`src/hdl/bch_pkg.sv`:
```
package bch_pkg;

   // Code geometry.
   localparam int CODE_BITS   = 26;
   localparam int DATA_BITS   = 16;
   localparam int PARITY_BITS = 10;
   localparam int GEN_BITS    = 11;
   localparam int STEP_BITS   = $clog2(DATA_BITS);

   typedef logic [CODE_BITS-1:0]   code_type;
   typedef logic [PARITY_BITS-1:0] syn_type;
   typedef logic [GEN_BITS-1:0]    gen_type;
   typedef logic [STEP_BITS-1:0]   step_type;

   // One syndrome pattern per error position, in search order (word bit 25 first).
   typedef logic [CODE_BITS-1:0][PARITY_BITS-1:0] pat_table_type;

   localparam gen_type  GEN_RESET = GEN_BITS'(1465);
   localparam code_type TOP_BIT   = code_type'(1) << (CODE_BITS - 1);

   typedef enum logic {
      CMD_ENCODE  = 1'b0,
      CMD_CORRECT = 1'b1
   } cmd_type;

   typedef enum logic [1:0] {
      ST_NONE = 2'd0,
      ST_ONE  = 2'd1,
      ST_TWO  = 2'd2,
      ST_FAIL = 2'd3
   } status_type;

   // One step of the long division: fold in the aligned generator when the
   // top bit is set, then shift left, dropping the bit that leaves the word.
   function automatic code_type div_step(code_type r, gen_type gen);
      code_type aligned;
      code_type t;
      aligned = {gen, {(CODE_BITS - GEN_BITS){1'b0}}};
      t       = r[CODE_BITS-1] ? (r ^ aligned) : r;
      return {t[CODE_BITS-2:0], 1'b0};
   endfunction

endpackage

```
`src/hdl/bch_pattern_table.sv`:
```
module bch_pattern_table (
   input  logic                  clock,
   input  logic                  reset,
   input  logic                  csr_valid,
   input  bch_pkg::gen_type      csr_data,
   output bch_pkg::pat_table_type tab,
   output logic                  busy
);
   import bch_pkg::*;

   logic     busy_ff, busy_in;
   step_type count_ff, count_in;
   code_type reg_ff, reg_in;
   gen_type  gen_ff;
   logic [DATA_BITS-1:0][PARITY_BITS-1:0] data_tab_ff;

   // Generator register; a write restarts the table build.
   always_ff @(posedge clock) begin
      if (reset) begin
         gen_ff <= GEN_RESET;
      end else if (csr_valid) begin
         gen_ff <= csr_data;
      end
   end

   // Repeated division steps from the top bit give the data-bit patterns,
   // lowest data position first; one entry is finished each cycle.
   always_comb begin
      reg_in   = div_step(reg_ff, gen_ff);
      count_in = count_ff + step_type'(1);
      busy_in  = busy_ff && (count_ff != step_type'(DATA_BITS - 1));
   end

   always_ff @(posedge clock) begin
      if (reset || csr_valid) begin
         busy_ff  <= 1'b1;
         count_ff <= '0;
         reg_ff   <= TOP_BIT;
      end else if (busy_ff) begin
         busy_ff  <= busy_in;
         count_ff <= count_in;
         reg_ff   <= reg_in;
      end
   end

   always_ff @(posedge clock) begin
      if (busy_ff) begin
         data_tab_ff[step_type'(DATA_BITS - 1) - count_ff] <=
            reg_in[CODE_BITS-1 -: PARITY_BITS];
      end
   end

   // Parity positions have their own bit as the pattern.
   always_comb begin
      for (int i = 0; i < DATA_BITS; i++) begin
         tab[i] = data_tab_ff[i];
      end
      for (int i = DATA_BITS; i < CODE_BITS; i++) begin
         tab[i] = syn_type'(1) << (CODE_BITS - 1 - i);
      end
   end

   assign busy = busy_ff;

   a_reset_builds: assert property (@(posedge clock) reset |=> busy_ff)
      else $error("table build did not start after reset");
   a_write_restarts: assert property (@(posedge clock)
      csr_valid |=> busy_ff && (count_ff == '0))
      else $error("generator write did not restart the table build");
   a_build_ends: assert property (@(posedge clock)
      !reset && !csr_valid && busy_ff && (count_ff == step_type'(DATA_BITS - 1))
      |=> !busy_ff)
      else $error("table build did not finish after the last step");

endmodule

```
`src/hdl/bch_26_16_encoder_corrector.sv`:
```
// Encoder and single/double-error corrector for a shortened (26,16) cyclic
// code with a writable degree-10 generator.
// Input channel req_*: req_tuser selects encode (0) or check-and-correct (1);
// req_tdata carries the word. Result channel rsp_*: corrected or encoded
// codeword, syndrome and status. Configuration channel csr_*: writes the
// 11-bit generator polynomial; it is always ready.
// Path: an accepted item passes through the capture, syndrome, compare and
// first-match registers, then the output register that shows its result.
// Throughput: one item per cycle while the receiver takes results and no
// table build runs; each register stage does one slice of the work: capture,
// syndrome XOR network, pattern compares, per-row first-match pick, final
// selection.
// After reset, and after every generator write, the data-bit syndrome table
// is rebuilt by one division step per cycle, and req_tready stays low until
// the build is done. The generator resets to 0x5B9.
// When the receiver stalls, the whole pipeline holds and req_tready drops as
// soon as the output register is full and not taken; nothing is dropped.
module bch_26_16_encoder_corrector (
   input  logic                        clock,
   input  logic                        reset,
   input  logic                        req_tvalid,
   output logic                        req_tready,
   input  logic [31:0]                 req_tdata,  // [25:0] word, [31:26] zero
   input  logic                        req_tuser,  // [0] command
   output logic                        rsp_tvalid,
   input  logic                        rsp_tready,
   output logic [39:0]                 rsp_tdata,  // [25:0] codeword, [35:26] syndrome,
                                                   // [37:36] status, [39:38] zero
   input  logic                        csr_valid,
   output logic                        csr_ready,
   input  logic [bch_pkg::GEN_BITS-1:0] csr_data   // generator polynomial
);
   import bch_pkg::*;

   pat_table_type tab;
   logic          tbl_busy;
   logic          enable;

   bch_pattern_table u_table (
      .clock     (clock),
      .reset     (reset),
      .csr_valid (csr_valid),
      .csr_data  (csr_data),
      .tab       (tab),
      .busy      (tbl_busy)
   );

   assign csr_ready  = 1'b1;
   assign enable     = !rsp_tvalid || rsp_tready;
   assign req_tready = enable && !tbl_busy;

   // Stage 1: capture the item; encode places the data above the parity bits.
   logic     s1_valid_ff;
   cmd_type  s1_cmd_ff;
   code_type s1_word_ff, s1_word_in;

   always_comb begin
      if (cmd_type'(req_tuser) == CMD_ENCODE) begin
         s1_word_in = {req_tdata[DATA_BITS-1:0], {PARITY_BITS{1'b0}}};
      end else begin
         s1_word_in = req_tdata[CODE_BITS-1:0];
      end
   end

   // Stage 2: syndrome as the XOR of the patterns of all set bits.
   logic     s2_valid_ff;
   cmd_type  s2_cmd_ff;
   code_type s2_word_ff;
   syn_type  s2_syn_ff, s2_syn_in;
   logic [PARITY_BITS-1:0][CODE_BITS-1:0] col;

   always_comb begin
      for (int b = 0; b < PARITY_BITS; b++) begin
         for (int i = 0; i < CODE_BITS; i++) begin
            col[b][CODE_BITS-1-i] = tab[i][b];
         end
         s2_syn_in[b] = ^(s1_word_ff & col[b]);
      end
   end

   // Stage 3: compare the syndrome with every single and pair pattern.
   logic     s3_valid_ff;
   cmd_type  s3_cmd_ff;
   code_type s3_word_ff;
   syn_type  s3_syn_ff;
   logic [CODE_BITS-1:0] s3_single_ff, s3_single_in;
   logic [CODE_BITS-1:0][CODE_BITS-1:0] s3_pair_ff, s3_pair_in;

   always_comb begin
      for (int i = 0; i < CODE_BITS; i++) begin
         s3_single_in[i] = (tab[i] == s2_syn_ff);
         for (int j = 0; j < CODE_BITS; j++) begin
            s3_pair_in[i][j] = (j > i) && ((tab[i] ^ tab[j]) == s2_syn_ff);
         end
      end
   end

   // Stage 4: keep only the first match in each row and among singles.
   logic     s4_valid_ff;
   cmd_type  s4_cmd_ff;
   code_type s4_word_ff;
   syn_type  s4_syn_ff;
   logic [CODE_BITS-1:0] s4_single_ff, s4_single_in;
   logic [CODE_BITS-1:0] s4_row_hit_ff, s4_row_hit_in;
   logic [CODE_BITS-1:0][CODE_BITS-1:0] s4_row_first_ff, s4_row_first_in;

   always_comb begin
      s4_single_in = s3_single_ff & (~s3_single_ff + code_type'(1));
      for (int i = 0; i < CODE_BITS; i++) begin
         s4_row_hit_in[i]   = |s3_pair_ff[i];
         s4_row_first_in[i] = s3_pair_ff[i] & (~s3_pair_ff[i] + code_type'(1));
      end
   end

   // Output stage: pick the branch and build the encoded or corrected word.
   logic       out_valid_ff;
   code_type   out_code_ff, out_code_in;
   syn_type    out_syn_ff;
   status_type out_status_ff, out_status_in;
   logic [CODE_BITS-1:0] row_sel;
   logic [CODE_BITS-1:0] pair_ord;
   code_type             single_bits, pair_bits;

   always_comb begin
      row_sel  = s4_row_hit_ff & (~s4_row_hit_ff + code_type'(1));
      pair_ord = row_sel;
      for (int i = 0; i < CODE_BITS; i++) begin
         pair_ord = pair_ord | (row_sel[i] ? s4_row_first_ff[i] : '0);
      end
      for (int i = 0; i < CODE_BITS; i++) begin
         single_bits[CODE_BITS-1-i] = s4_single_ff[i];
         pair_bits[CODE_BITS-1-i]   = pair_ord[i];
      end
   end

   always_comb begin
      out_code_in   = s4_word_ff;
      out_status_in = ST_NONE;
      if (s4_cmd_ff == CMD_ENCODE) begin
         out_code_in = s4_word_ff | {{DATA_BITS{1'b0}}, s4_syn_ff};
      end else if (s4_syn_ff == '0) begin
         out_status_in = ST_NONE;
      end else if (|s4_single_ff) begin
         out_code_in   = s4_word_ff ^ single_bits;
         out_status_in = ST_ONE;
      end else if (|s4_row_hit_ff) begin
         out_code_in   = s4_word_ff ^ pair_bits;
         out_status_in = ST_TWO;
      end else begin
         out_status_in = ST_FAIL;
      end
   end

   // Valid bits of all stages; the pipeline moves as one on enable.
   always_ff @(posedge clock) begin
      if (reset) begin
         s1_valid_ff  <= 1'b0;
         s2_valid_ff  <= 1'b0;
         s3_valid_ff  <= 1'b0;
         s4_valid_ff  <= 1'b0;
         out_valid_ff <= 1'b0;
      end else if (enable) begin
         s1_valid_ff  <= req_tvalid && !tbl_busy;
         s2_valid_ff  <= s1_valid_ff;
         s3_valid_ff  <= s2_valid_ff;
         s4_valid_ff  <= s3_valid_ff;
         out_valid_ff <= s4_valid_ff;
      end
   end

   // Payload registers of all stages.
   always_ff @(posedge clock) begin
      if (enable) begin
         s1_cmd_ff       <= cmd_type'(req_tuser);
         s1_word_ff      <= s1_word_in;
         s2_cmd_ff       <= s1_cmd_ff;
         s2_word_ff      <= s1_word_ff;
         s2_syn_ff       <= s2_syn_in;
         s3_cmd_ff       <= s2_cmd_ff;
         s3_word_ff      <= s2_word_ff;
         s3_syn_ff       <= s2_syn_ff;
         s3_single_ff    <= s3_single_in;
         s3_pair_ff      <= s3_pair_in;
         s4_cmd_ff       <= s3_cmd_ff;
         s4_word_ff      <= s3_word_ff;
         s4_syn_ff       <= s3_syn_ff;
         s4_single_ff    <= s4_single_in;
         s4_row_hit_ff   <= s4_row_hit_in;
         s4_row_first_ff <= s4_row_first_in;
         out_code_ff     <= out_code_in;
         out_syn_ff      <= s4_syn_ff;
         out_status_ff   <= out_status_in;
      end
   end

   assign rsp_tvalid = out_valid_ff;
   assign rsp_tdata  = {2'b00, out_status_ff, out_syn_ff, out_code_ff};

   a_no_entry_while_building: assert property (@(posedge clock) disable iff (reset)
      tbl_busy && enable |=> !s1_valid_ff)
      else $error("item entered while the syndrome table was being built");
   a_zero_syndrome_clean: assert property (@(posedge clock) disable iff (reset)
      out_valid_ff && (out_syn_ff == '0) |-> (out_status_ff == ST_NONE))
      else $error("nonzero status with a zero syndrome");
   a_fix_needs_syndrome: assert property (@(posedge clock) disable iff (reset)
      out_valid_ff && (out_status_ff != ST_NONE) |-> (out_syn_ff != '0))
      else $error("correction reported with a zero syndrome");

endmodule
```
`config.mk`:
```
export PLATFORM = sky130hd
export DESIGN_NAME = bch_26_16_encoder_corrector
export DESIGN_NICKNAME = d
export VERILOG_FILES = /design/src/hdl/bch_pkg.sv /design/src/hdl/bch_pattern_table.sv /design/src/hdl/bch_26_16_encoder_corrector.sv
export SDC_FILE = /design/constraint.sdc
export NUM_CORES = 2
export LEC_CHECK = 0
export BUFFER_PORTS_ARGS = -buffer_cell sky130_fd_sc_hd__buf_2
export CAP_MARGIN = 20
export CORE_ASPECT_RATIO = 1.2
export CORE_MARGIN = 1.5
export CORE_UTILIZATION = 50
export CTS_CLUSTER_SIZE = 10
export DETAILED_ROUTE_END_ITERATION = 6
export GPL_TIMING_DRIVEN = 1
export MAX_ROUTING_LAYER = met4
export PLACE_DENSITY_LB_ADDON = 0.1
export SYNTH_ARGS = -nofsm -noshare
export SYNTH_HDL_FRONTEND = slang
export SYNTH_SLANG_ARGS = --single-unit
```
`constraint.sdc`:
```
create_clock -name clock -period 66.5 [get_ports clock]
set_input_delay 19.95 -clock clock [delete_from_list [all_inputs] [get_ports clock]]
set_output_delay 19.95 -clock clock [all_outputs]
set_load 0.005 [all_outputs]
```
==> qor.txt <==
post-synth cell types: 77
Setup CP Type: primary input to output pin
area delta synth->final: 12.1%
Yosys top cell area share: 52.7%
largest net degree at the start of global routing: 183
max-slew violations: 0
Placeable Area: 120000 µm²
Resized Gates After CTS: 0
clk sink count: 1092
skew final: 47.9 ps
Req. time, crit path: 46550 ps
initial core utilization: 50.5%
global route hottest layer: met2
clk buf depth: 3
Die Ht: 384 µm
status: finished clean
Final Hold Viols: 0
vias per cell: 6.57
met1 Usage GRT: 48.7%
# DRC: 0
Ys Warns: 0
Final Util: 56.6%
Post-Route WL: 241000 µm
Final Critical Period: 40910 ps
I/O pin count: 92
H-Tree Depth: 4
final cycle utilization of the critical path: 61.5%
Min-Delay Path Class: flop to flop
initial antenna violation count: 9
wire per inst: 35.2 µm
first-pass GRT wire length: 327000 µm
Max Fanout on Critical Path: 8
RSZ-0062 raised after global routing: no
most instantiated cells after synthesis: edfxtp_1 (1062), xor2_1 (944), xnor2_1 (614)
FMAX: 24.4 MHz
Final GP Congestion: 1.01
root buf cell: clkbuf_16
FF+latch count, synth: 1092
Synth Cell Area: 60500 µm²
GRT met2 Usage: 57.4%
Die Footprint: 123000 µm²
TritonCTS clock tree: built
setup bufs post-CTS: 0
Initial DRC Count: 6546
Post-synth EDFFs: 1062
crit start category: primary input
dpl ws: 25570 ps
most frequent cell after synthesis: edfxtp_1
number of global-route vias before repair: 42000
relative slew slack: 15.7%
drt pass-1 iters: 6
Setup violations, final: 0
Post-Synthesis Cells: 5148
total grt overflow: 0
clk slew on worst S/H paths: 60 ps
# port buffers: 81
GRT Total Usage: 40.0%
Setup TNS: 0 ps
VDD IR-drop max: 0.0377 mV
worst endpoint data arrival time: 20960 ps
die width: 321 µm
via count: 45000
Post-Syn Area per Cell: 11.8 µm²
register area share after synthesis: 53.7%
CP endpoint kind: output pin
maxcap violations: 0
DRT antenna net count: 0
CTS Hold Buffers Added: 0
top_reg_cell synth: edfxtp_1
ys async rst share: 0%
fin nets: 5308
# fillers: 9934
leakage: 25.7 nW
final worst slack: 25590 ps
row count: 139
cell taking the most area after synthesis: edfxtp_1
ranking of synthesized cells by area: edfxtp_1 (53%), xor2_1 (14%), xnor2_1 (8.9%)
Pwr per Cell Area: 38.4 nW/µm²
share of cells above drive strength 1: 12.1%
cts bufs inserted: 130
Final HPWL DP: 167000 µm
met3 GRT Util: 10.8%
Skew-Pair Late Insertion Delay: 800 ps
Slew @ Worst Pin: 1250 ps
## sequential cells by signal, summed over array words and instances (netlist names), 2 cells and up
signal	count
s4_word_ff	26
s4_row_first_ff	325
s1_word_ff	26
u_table.count_ff	4
s3_single_ff	26
s2_word_ff	26
out_code_ff	26
s3_pair_ff	325
u_table.gen_ff	10
u_table.tab	160
u_table.reg_ff	10
s4_single_ff	26
s3_word_ff	26
s4_syn_ff	10
out_status_ff	2
out_syn_ff	10
s3_syn_ff	10
s2_syn_ff	10
s4_row_hit_ff	24
## report_power, final
part	internal, mW	switching [mW]
combinational	0.362	0.775
clock	0.366	0.283
sequential	0.790	0.0280
## worst max-delay path, stage by stage
cell and delay (ps):
buf_2 100, nor2b_1 680, nor2_1 70, buf_2 160
## cells in the final DEF (no fill, tap or decap), drive strengths merged, types with 16 or more instances in the layout
cell,netlist,final
o21ai,41,41
nand2b,31,31
dfxtp,30,30
and3,35,35
nand4,263,263
clkbuf,301,152
buf,82,357
nand3,71,71
or4,40,40
nor3b,210,210
nor4b,81,81
mux2i,30,30
a22oi,47,47
and4,16,16
a21oi,49,49
nor2b,65,65
nor2,227,227
nor3,42,42
mux2,17,17
nand2,304,304
a221oi,29,29
a31oi,18,18
and3b,20,20
inv,70,75
xnor2,614,614
and2,72,72
edfxtp,1062,1062
nor4,183,183
or3,23,23
xor2,944,944
## layer usage
layer  share of wire [%]  wire length (µm)
met5                   0                 0
met4                 8.7             20900
met3                  12             29100
met2                  43            103000
met1                  36             87900
## cell type report
type | count | area, µm² | share of cell area [%]
multi-input combinational | 3604 | 26900 | 39.7
clock inverter | 19 | 297 | 0.437
tap | 1551 | 1940 | 2.86
clock buffer | 152 | 3400 | 5.01
timing repair buffer | 357 | 2530 | 3.72
sequential | 1092 | 32500 | 47.9
inverter | 70 | 270 | 0.398
antenna | 6 | 15.0 | 0.0221
## cells by family (layout without fill, tap and decap cells)
| group | count (synthesis) | after routing | share of synthesized area [%] |
|---|---|---|---|
| and+or+nand+nor | 1726 | 1726 | 16.8 |
| xor gates and xnor gates | 1558 | 1558 | 22.6 |
| DFF | 1092 | 1092 | 53.7 |
| buffers and inverters | 453 | 598 | 2.87 |
| AOI/OAI and AO/OA | 266 | 266 | 3.12 |
| muxes | 47 | 47 | 0.813 |
| adders and majority gates | 4 | 4 | 0.0827 |
| other | 2 | 9 | 0.0124 |
## final timing paths
| kind | end | slack [ps] | cells after the start | from |
|---|---|---|---|---|
| hold reg to reg | s4_word_ff[18] | 400 | 0 | s3_word_ff[18] |
| setup reg to reg | s4_row_first_ff[256] | 61370 | 6 | rsp_tvalid |
| setup / recovery | req_tready | 25590 | 4 | rsp_tready |
| hold / removal | s4_word_ff[18] | 400 | 0 | s3_word_ff[18] |
## through the flow
step | area [µm²] | power (mW) | hold WS, ps | instances
2_1_floorplan | 60500 | 1.46 | 400 | 5149
3_3_place_gp | 64000 | 1.89 | 401 | 6665
4_1_cts | 67800 | 2.56 | 411 | 6841
3_5_place_dp | 64100 | 1.91 | 405 | 6670
6_report | 67900 | 2.60 | 398 | 6851
5_1_grt | 67900 | 2.66 | 419 | 6850
Power figures use the tool's default switching activity.
